==> config.mk <==
export PLATFORM = sky130hd
export DESIGN_NAME = json_text_reformatter_core
export DESIGN_NICKNAME = d
export VERILOG_FILES = /design/src/jtr_pkg.sv /design/src/json_text_reformatter_core.sv
export VERILOG_INCLUDE_DIRS = /design/src /design/src/src
export SDC_FILE = /design/constraint.sdc
export NUM_CORES = 1
export LEC_CHECK = 0
export BUFFER_PORTS_ARGS = -buffer_cell sky130_fd_sc_hd__buf_2
export CORE_UTILIZATION = 55
export DETAILED_ROUTE_END_ITERATION = 10
export GPL_TIMING_DRIVEN = 0
export PLACE_DENSITY = 0.78
export RECOVER_POWER = 100
export SETUP_SLACK_MARGIN = 0.15
export SYNTH_ARGS = -nofsm -noshare
export SYNTH_HDL_FRONTEND = slang
export SYNTH_SLANG_ARGS = --single-unit
==> constraint.sdc <==
create_clock -name clock -period 2.7 [get_ports clock]
set_clock_uncertainty 0.15 [all_clocks]
set_input_delay 0.135 -clock clock [delete_from_list [all_inputs] [get_ports clock]]
set_output_delay 0.135 -clock clock [all_outputs]
set_load 0.05 [all_outputs]
==> src/assert_macros.svh <==
// Assertion macros shared by the reformatter RTL.
// No dependencies; take in with a bare include inside a module body.
`ifndef ASSERT_MACROS_SVH
`define ASSERT_MACROS_SVH

// Implication checked on every rising edge outside reset.
`define JTR_ASSERT(lbl, prop, msg) \
   lbl: assert property (@(posedge clock) disable iff (reset) (prop)) else $error(msg);

// Property checked on every rising edge, reset included.
`define JTR_ASSERT_ALWAYS(lbl, prop, msg) \
   lbl: assert property (@(posedge clock) (prop)) else $error(msg);

`endif

==> src/jtr_pkg.sv <==
// Package for the JSON text reformatter: sizes, byte codes and sequencer phases.
// No dependencies; imported by json_text_reformatter_core and its testbench.
`default_nettype none

package jtr_pkg;

   localparam int MAX_DEPTH    = 7;
   localparam int INDENT_WIDTH = 4;
   localparam int BYTE_W       = 8;
   localparam int DEPTH_W      = $clog2(MAX_DEPTH + 1);
   localparam int CNT_W        = $clog2(MAX_DEPTH * INDENT_WIDTH + 1);

   localparam logic [BYTE_W-1:0] CH_LBRACE    = 8'h7B;
   localparam logic [BYTE_W-1:0] CH_LBRACKET  = 8'h5B;
   localparam logic [BYTE_W-1:0] CH_RBRACE    = 8'h7D;
   localparam logic [BYTE_W-1:0] CH_RBRACKET  = 8'h5D;
   localparam logic [BYTE_W-1:0] CH_COMMA     = 8'h2C;
   localparam logic [BYTE_W-1:0] CH_COLON     = 8'h3A;
   localparam logic [BYTE_W-1:0] CH_QUOTE     = 8'h22;
   localparam logic [BYTE_W-1:0] CH_BACKSLASH = 8'h5C;
   localparam logic [BYTE_W-1:0] CH_SPACE     = 8'h20;
   localparam logic [BYTE_W-1:0] CH_CR        = 8'h0D;
   localparam logic [BYTE_W-1:0] CH_LF        = 8'h0A;
   localparam logic [BYTE_W-1:0] CH_TAB       = 8'h09;
   localparam logic [BYTE_W-1:0] CH_NUL       = 8'h00;

   typedef enum logic [2:0] {
      PH_IDLE,
      PH_NL1,
      PH_SP1,
      PH_MAIN,
      PH_NL2,
      PH_SP2,
      PH_COLON,
      PH_MARK
   } phase_type;

endpackage

`default_nettype wire

==> src/json_text_reformatter_core.sv <==
// JSON minifier / pretty-printer: one source byte in, a run of output bytes out.
// At accept the sequencer plans the run; each result is then registered in the
// output register once that is free. A run of N results (N = 1 to 59) is stepped
// by the single-step space counter before the next byte is taken; dropped whitespace
// yields no result. Reset (synchronous, active high) clears stream state, sequencer
// and pretty_mode. Depends on jtr_pkg and assert_macros.svh.
`default_nettype none

module json_text_reformatter_core (
   input  wire logic                      clock,
   input  wire logic                      reset,
   // source byte channel
   input  wire logic                      req_valid,
   output      logic                      req_ready,
   input  wire logic [jtr_pkg::BYTE_W-1:0] req_in_byte,
   input  wire logic                      req_end_of_input,
   // formatted byte channel
   output      logic                      rsp_valid,
   input  wire logic                      rsp_ready,
   output      logic [jtr_pkg::BYTE_W-1:0] rsp_out_byte,
   output      logic                      rsp_has_byte,
   output      logic                      rsp_last_of_run,
   output      logic                      rsp_end_of_output,
   // configuration
   input  wire logic                      csr_wr_en,
   input  wire logic                      csr_pretty_mode
);

   import jtr_pkg::*;

   // Stream state: lives across transactions, cleared at end of stream; pretty_ff only by reset
   logic [DEPTH_W-1:0] depth_ff, depth_in;
   logic               in_str_ff, in_str_in;
   logic               esc_ff, esc_in;
   logic               prev_open_ff, prev_open_in;
   logic               nl_pend_ff, nl_pend_in;
   logic               pretty_ff;

   // Per-transaction plan, latched at accept; the space count loads at each newline
   phase_type          phase_ff, phase_in;
   logic [BYTE_W-1:0]  byte_ff, byte_in;
   logic               last_ff, last_in;
   logic               nl2_ff, nl2_in;
   logic               colon_ff, colon_in;
   logic [DEPTH_W-1:0] ind_ff, ind_in;
   logic [CNT_W-1:0]   cnt_ff, cnt_in;

   // Output register
   logic               rsp_valid_ff, rsp_valid_in;
   logic [BYTE_W-1:0]  rsp_byte_ff, rsp_byte_in;
   logic               rsp_has_ff, rsp_has_in;
   logic               rsp_last_ff, rsp_last_in;
   logic               rsp_eoo_ff, rsp_eoo_in;

   // Decode of the incoming byte
   logic               accept;
   logic               emit_go;
   logic               is_ws, is_open, is_close;
   logic               has_nl1, has_main;
   phase_type          succ;
   logic [CNT_W-1:0]   indent_cnt;

   assign req_ready         = (phase_ff == PH_IDLE);
   assign accept            = req_valid & req_ready;
   // Advance the sequencer only when the output register is free or draining
   assign emit_go           = (phase_ff != PH_IDLE) & (~rsp_valid_ff | rsp_ready);
   assign indent_cnt        = CNT_W'(ind_ff * INDENT_WIDTH);

   assign rsp_valid         = rsp_valid_ff;
   assign rsp_out_byte      = rsp_byte_ff;
   assign rsp_has_byte      = rsp_has_ff;
   assign rsp_last_of_run   = rsp_last_ff;
   assign rsp_end_of_output = rsp_eoo_ff;

   // Configuration register: the user must write it only while the block is quiet; the block does not enforce this
   always_ff @(posedge clock) begin
      if (reset) begin
         pretty_ff <= 1'b0;
      end else if (csr_wr_en) begin
         pretty_ff <= csr_pretty_mode;
      end
   end

   // Control state
   always_ff @(posedge clock) begin
      if (reset) begin
         phase_ff     <= PH_IDLE;
         depth_ff     <= '0;
         in_str_ff    <= 1'b0;
         esc_ff       <= 1'b0;
         prev_open_ff <= 1'b0;
         nl_pend_ff   <= 1'b0;
         rsp_valid_ff <= 1'b0;
      end else begin
         phase_ff     <= phase_in;
         depth_ff     <= depth_in;
         in_str_ff    <= in_str_in;
         esc_ff       <= esc_in;
         prev_open_ff <= prev_open_in;
         nl_pend_ff   <= nl_pend_in;
         rsp_valid_ff <= rsp_valid_in;
      end
   end

   // Payload registers, no reset needed
   always_ff @(posedge clock) begin
      byte_ff     <= byte_in;
      last_ff     <= last_in;
      nl2_ff      <= nl2_in;
      colon_ff    <= colon_in;
      ind_ff      <= ind_in;
      cnt_ff      <= cnt_in;
      rsp_byte_ff <= rsp_byte_in;
      rsp_has_ff  <= rsp_has_in;
      rsp_last_ff <= rsp_last_in;
      rsp_eoo_ff  <= rsp_eoo_in;
   end

   // Sequencer: plan the run at accept, then step one result per free cycle
   always_comb begin
      is_ws    = req_in_byte inside {CH_SPACE, CH_CR, CH_LF, CH_TAB};
      is_open  = req_in_byte inside {CH_LBRACE, CH_LBRACKET};
      is_close = req_in_byte inside {CH_RBRACE, CH_RBRACKET};

      phase_in     = phase_ff;
      depth_in     = depth_ff;
      in_str_in    = in_str_ff;
      esc_in       = esc_ff;
      prev_open_in = prev_open_ff;
      nl_pend_in   = nl_pend_ff;
      byte_in      = byte_ff;
      last_in      = last_ff;
      nl2_in       = nl2_ff;
      colon_in     = colon_ff;
      ind_in       = ind_ff;
      cnt_in       = cnt_ff;
      has_nl1      = 1'b0;
      has_main     = 1'b0;
      succ         = PH_IDLE;

      // Drain the output register when the consumer takes it
      rsp_valid_in = rsp_valid_ff & ~rsp_ready;
      rsp_byte_in  = rsp_byte_ff;
      rsp_has_in   = rsp_has_ff;
      rsp_last_in  = rsp_last_ff;
      rsp_eoo_in   = rsp_eoo_ff;

      if (accept) begin
         byte_in  = req_in_byte;
         last_in  = req_end_of_input;
         nl2_in   = 1'b0;
         colon_in = 1'b0;

         if (in_str_ff) begin
            // String body: pass through, track escapes and the closing quote
            has_main = 1'b1;
            if (esc_ff) begin
               esc_in = 1'b0;
            end else if (req_in_byte == CH_BACKSLASH) begin
               esc_in = 1'b1;
            end else if (req_in_byte == CH_QUOTE) begin
               in_str_in = 1'b0;
            end
         end else if (!is_ws) begin
            has_main   = 1'b1;
            nl_pend_in = 1'b0;
            // Resolve the held-back newline unless the container is empty
            if (nl_pend_ff && !is_close) begin
               has_nl1 = 1'b1;
            end
            if (req_in_byte == CH_QUOTE) begin
               in_str_in = 1'b1;
            end
            if (is_open) begin
               if (depth_ff < DEPTH_W'(MAX_DEPTH)) begin
                  depth_in = depth_ff + 1'b1;
               end
               if (pretty_ff) begin
                  nl_pend_in = 1'b1;
               end
            end
            if (is_close) begin
               if (depth_ff != '0) begin
                  depth_in = depth_ff - 1'b1;
               end
               if (pretty_ff && !prev_open_ff) begin
                  has_nl1 = 1'b1;
               end
            end
            nl2_in       = pretty_ff & (req_in_byte == CH_COMMA);
            colon_in     = pretty_ff & (req_in_byte == CH_COLON);
            prev_open_in = is_open;
         end

         // A closing bracket indents at the new depth, all else at the old one
         ind_in = (!in_str_ff && is_close) ? depth_in : depth_ff;

         // End of stream: drop everything including a dangling newline
         if (req_end_of_input) begin
            depth_in     = '0;
            in_str_in    = 1'b0;
            esc_in       = 1'b0;
            prev_open_in = 1'b0;
            nl_pend_in   = 1'b0;
         end

         if (has_nl1) begin
            phase_in = PH_NL1;
         end else if (has_main) begin
            phase_in = PH_MAIN;
         end else if (req_end_of_input) begin
            phase_in = PH_MARK;
         end else begin
            phase_in = PH_IDLE;
         end
      end else if (emit_go) begin
         rsp_valid_in = 1'b1;
         rsp_has_in   = 1'b1;
         rsp_byte_in  = CH_SPACE;

         case (phase_ff)
            PH_NL1: begin
               rsp_byte_in = CH_LF;
               cnt_in      = indent_cnt;
               succ        = (ind_ff != '0) ? PH_SP1 : PH_MAIN;
            end
            PH_SP1: begin
               cnt_in = cnt_ff - 1'b1;
               succ   = (cnt_ff == CNT_W'(1)) ? PH_MAIN : PH_SP1;
            end
            PH_MAIN: begin
               rsp_byte_in = byte_ff;
               if (nl2_ff) begin
                  succ = PH_NL2;
               end else if (colon_ff) begin
                  succ = PH_COLON;
               end else begin
                  succ = PH_IDLE;
               end
            end
            PH_NL2: begin
               rsp_byte_in = CH_LF;
               cnt_in      = indent_cnt;
               succ        = (ind_ff != '0) ? PH_SP2 : PH_IDLE;
            end
            PH_SP2: begin
               cnt_in = cnt_ff - 1'b1;
               succ   = (cnt_ff == CNT_W'(1)) ? PH_IDLE : PH_SP2;
            end
            PH_COLON: begin
               succ = PH_IDLE;
            end
            PH_MARK: begin
               rsp_byte_in = CH_NUL;
               rsp_has_in  = 1'b0;
               succ        = PH_IDLE;
            end
            default: begin
               succ = PH_IDLE;
            end
         endcase

         phase_in    = succ;
         rsp_last_in = (succ == PH_IDLE);
         rsp_eoo_in  = last_ff & (succ == PH_IDLE);
      end
   end

   `include "assert_macros.svh"

   // End of stream must leave every piece of stream state at its reset value
   `JTR_ASSERT(a_eos_clears, (accept && req_end_of_input) |=> (depth_ff == '0 && !in_str_ff && !esc_ff && !nl_pend_ff && !prev_open_ff), "stream state not cleared at end of stream")
   // The last transaction of a stream also closes its run
   `JTR_ASSERT(a_eoo_last, (rsp_valid && rsp_end_of_output) |-> rsp_last_of_run, "end of output without last of run")
   // A bare marker appears only to close the stream
   `JTR_ASSERT(a_marker_eoo, (rsp_valid && !rsp_has_byte) |-> rsp_end_of_output, "bare marker outside end of stream")
   // Nesting depth saturates and never wraps
   `JTR_ASSERT(a_depth_sat, depth_ff <= DEPTH_W'(MAX_DEPTH), "nesting depth beyond saturation")

endmodule

`default_nettype wire

==> key figures <==
Outcome
  – Status: complete, no violations

Pwr
  – Max rail drop VDD: 0.337 mV
  – Combinational share of power: 0.365
  – Sw Ratio: 0.397
  – Switching Power: 1.03 mW
  – Clock power frac: 0.231
  – Total power draw: 2.59 mW
  – Int Pwr: 1.56 mW
  – PwrDens: 1000 mW/mm^2
  – Static leakage: 0.888 nW
  – Sequential Power Share: 0.404

Routing
  – Vias per Instance: 5.67
  – Routed WL: 4410 microns
  – Via Count: 1740
  – Remaining DRCs: 0
  – ANT nets after route: 0
  – DR pass1 iterations: 4
  – WL/cell: 14.4 microns
  – 1st-iter DRT viols: 197

Floorplanning
  – Die W: 64.9 microns
  – Total die area: 0.00421 sq mm
  – Initial Utilization: 0.586
  – Core Area: 0.00372 sq mm
  – Die Ht: 64.9 microns
  – Rows: 22
  – I/O pin total: 28

Layout
  – Inserted Diodes: 0
  – Area Overhead vs Synth: 18.6%
  – Share of cells above drive strength 1: 0.0965
  – Post-layout util: 0.694
  – Most common cell after layout, fill and taps aside: edfxtp_1
  – Most frequent cells in the layout: 30 x edfxtp_1, 26 x clkbuf_1, 26 x nor2_1, 18 x a21oi_1, 14 x inv_1
  – # nets final: 278

Clocking
  – Clock sink total: 42
  – H-tree depth: 2
  – # Post-CTS Setup Buffers: 0
  – Cts repair resizes: 0
  – Clock transition at path regs: 80 ps
  – CTS tree: done
  – Total CTS buffers: 5
  – Insertion delay to the later sink of the worst-skew pair: 300 ps
  – Clk Tree Root Cell: clkbuf_8
  – Clock buffer depth: 2

Synthesis
  – Cell count after synthesis: 212
  – Cell Area, Synth: 0.00218 sq mm
  – Synthesized Nets: 232
  – Post-synthesis sequential area ratio: 0.524
  – Post-synth EDFFs: 30
  – Most used DFF post-synth: edfxtp_1
  – Ys Warns: 0
  – Syn avg cell area: 10.3 sq um
  – #FFs+latches synth: 42
  – Async S/R FF share, synth: 0
  – Post-synth cell types: 54

Global routing
  – Congestion Overflow GR: 0
  – Largest net degree at the start of global routing: 21
  – GR Util All Layers: 0.234
  – Antenna violations before repair: 0
  – First-pass GRT wire length: 7330 microns
  – Vias in the first global route: 1599

Worst setup path
  – Crit-path max FO: 8
  – Crit path from: req_in_byte[1]
  – Worst path required time: 2670 ps
  – CP startpoint kind: primary input
  – CP endpoint kind: flop
  – Critical setup path kind: in2reg
  – Worst r2r src: phase_ff[0]$_SDFFE_PP0P_
  – Worst EP arrival: 2300 ps

STA
  – Fin. max-slew vios: 0
  – Fin crit period: 2330 ps
  – Fmax achieved: 0.430 GHz
  – Final number of hold-violating endpoints: 0
  – Max_slew headroom: 0.457
  – Hold_ws: 4.18 ps
  – Final setup fails: 0
  – Final Cycle Share: 0.862
  – Worst Max-Slew Pin Slew: 812 ps
  – Fin Setup TNS: 0 ps
  – RSZ-0062 raised after global routing: no

Place
  – RePlAce Congestion: 0.899
  – HPWL after DPL: 3060 microns
  – Buffers on Ports: 27

Min path
  – Worst Hold Class: in2reg
  – Hold wc startpoint: rsp_ready

Run
  – MaxCap Viol Count: 0
## cell usage after synthesis (2+ instances only)
cell | number | area share
nand3_1 | 4 | 0.0092
a21oi_1 | 18 | 0.041
nor4_1 | 2 | 0.0057
mux2i_1 | 2 | 0.0092
nor4_2 | 2 | 0.011
a31oi_1 | 2 | 0.0057
ha_1 | 5 | 0.029
nor3_1 | 6 | 0.014
nor2b_1 | 5 | 0.014
nor2_1 | 26 | 0.045
or2b_1 | 2 | 0.0069
inv_1 | 14 | 0.024
and2_1 | 6 | 0.017
a211oi_1 | 3 | 0.010
a22oi_1 | 2 | 0.0069
or3_1 | 6 | 0.017
dfxtp_1 | 12 | 0.11
edfxtp_1 | 30 | 0.41
nand2_1 | 13 | 0.022
xnor2_1 | 3 | 0.012
o21ai_0 | 12 | 0.028
nand2b_1 | 2 | 0.0057
nand4_1 | 2 | 0.0057
clkbuf_1 | 3 | 0.0052
## cell type report
class | instances | area, sq um
flip-flops and latches | 42 | 1140
well taps | 48 | 60.1
clock inverters | 3 | 68.8
clock buffers | 5 | 68.8
fillers | 311 | 1140
repair buffers | 39 | 228
multi-input cells | 150 | 931
plain buffers | 5 | 26.3
inverters | 15 | 56.3
## per-stage QoR
stage	area [sq um]	instances	worst slack, ps
CTS	2630	307	486
global route	2580	307	258
global placement	2370	287	544
detailed placement	2370	287	509
floorplan	2180	212	440
finish	2580	307	374
## final timing paths
kind | end | slack, ps | depth (start not counted)
setup reg to reg | phase_ff[2]$_SDFFE_PP0P_ | 500 | 7
hold / removal | rsp_valid$_SDFF_PP0_ | 4 | 3
setup / recovery | colon_ff$_SDFFCE_PP0P_ | 370 | 6
hold reg to reg | nl_pend_ff$_SDFFE_PP0P_ | 310 | 2
## state kept, by name, indices dropped and copies added (netlist names), 3 cells and up
| name | cells |
|---|---|
| ind_ff | 3 |
| byte_ff | 8 |
| rsp_out_byte | 8 |
| cnt_ff | 5 |
| depth_ff | 3 |
| phase_ff | 3 |
## power groups by stage
stage,clock (mW),sequential [mW],combinational (mW)
final,0.600,1.05,0.946
after global routing,0.625,1.07,1.03
after CTS,0.605,1.04,0.977
after detailed placement,0,1.06,0.960
after global placement,0,1.05,0.946
after floorplan,0,1.33,0.472
## layer usage
layer	track usage	share of wire	wire length (microns)	up-vias
met5	0	0	0	-
met4	0.108	0.039	174	0
met3	0.0528	0.056	245	20
met2	0.382	0.46	2040	71
met1	0.294	0.44	1950	774
li1	-	-	-	875
## what timing repair did
action	4_1_cts	5_1_grt
hold endpoints to repair	11	0
endpoints found under the setup margin	0	0
hold buffers	12	0
## critical path, stage by stage
cell and delay [ps]:
dlygate4sd3_1 520, clkbuf_1 300, o22ai_2 180, a311o_2 420, or4_1 540, nor4_1 200
## cell families (layout without fill, tap and decap cells)
group | after synthesis | in the layout | synth area share
simple gates | 88 | 88 | 0.228
buf+inv | 20 | 67 | 0.0379
fa+ha+maj | 5 | 5 | 0.0288
mux | 2 | 2 | 0.00920
compound gates | 51 | 51 | 0.156
xor+xnor | 4 | 4 | 0.0161
flops | 42 | 42 | 0.524
Power figures use the tool's default switching activity.
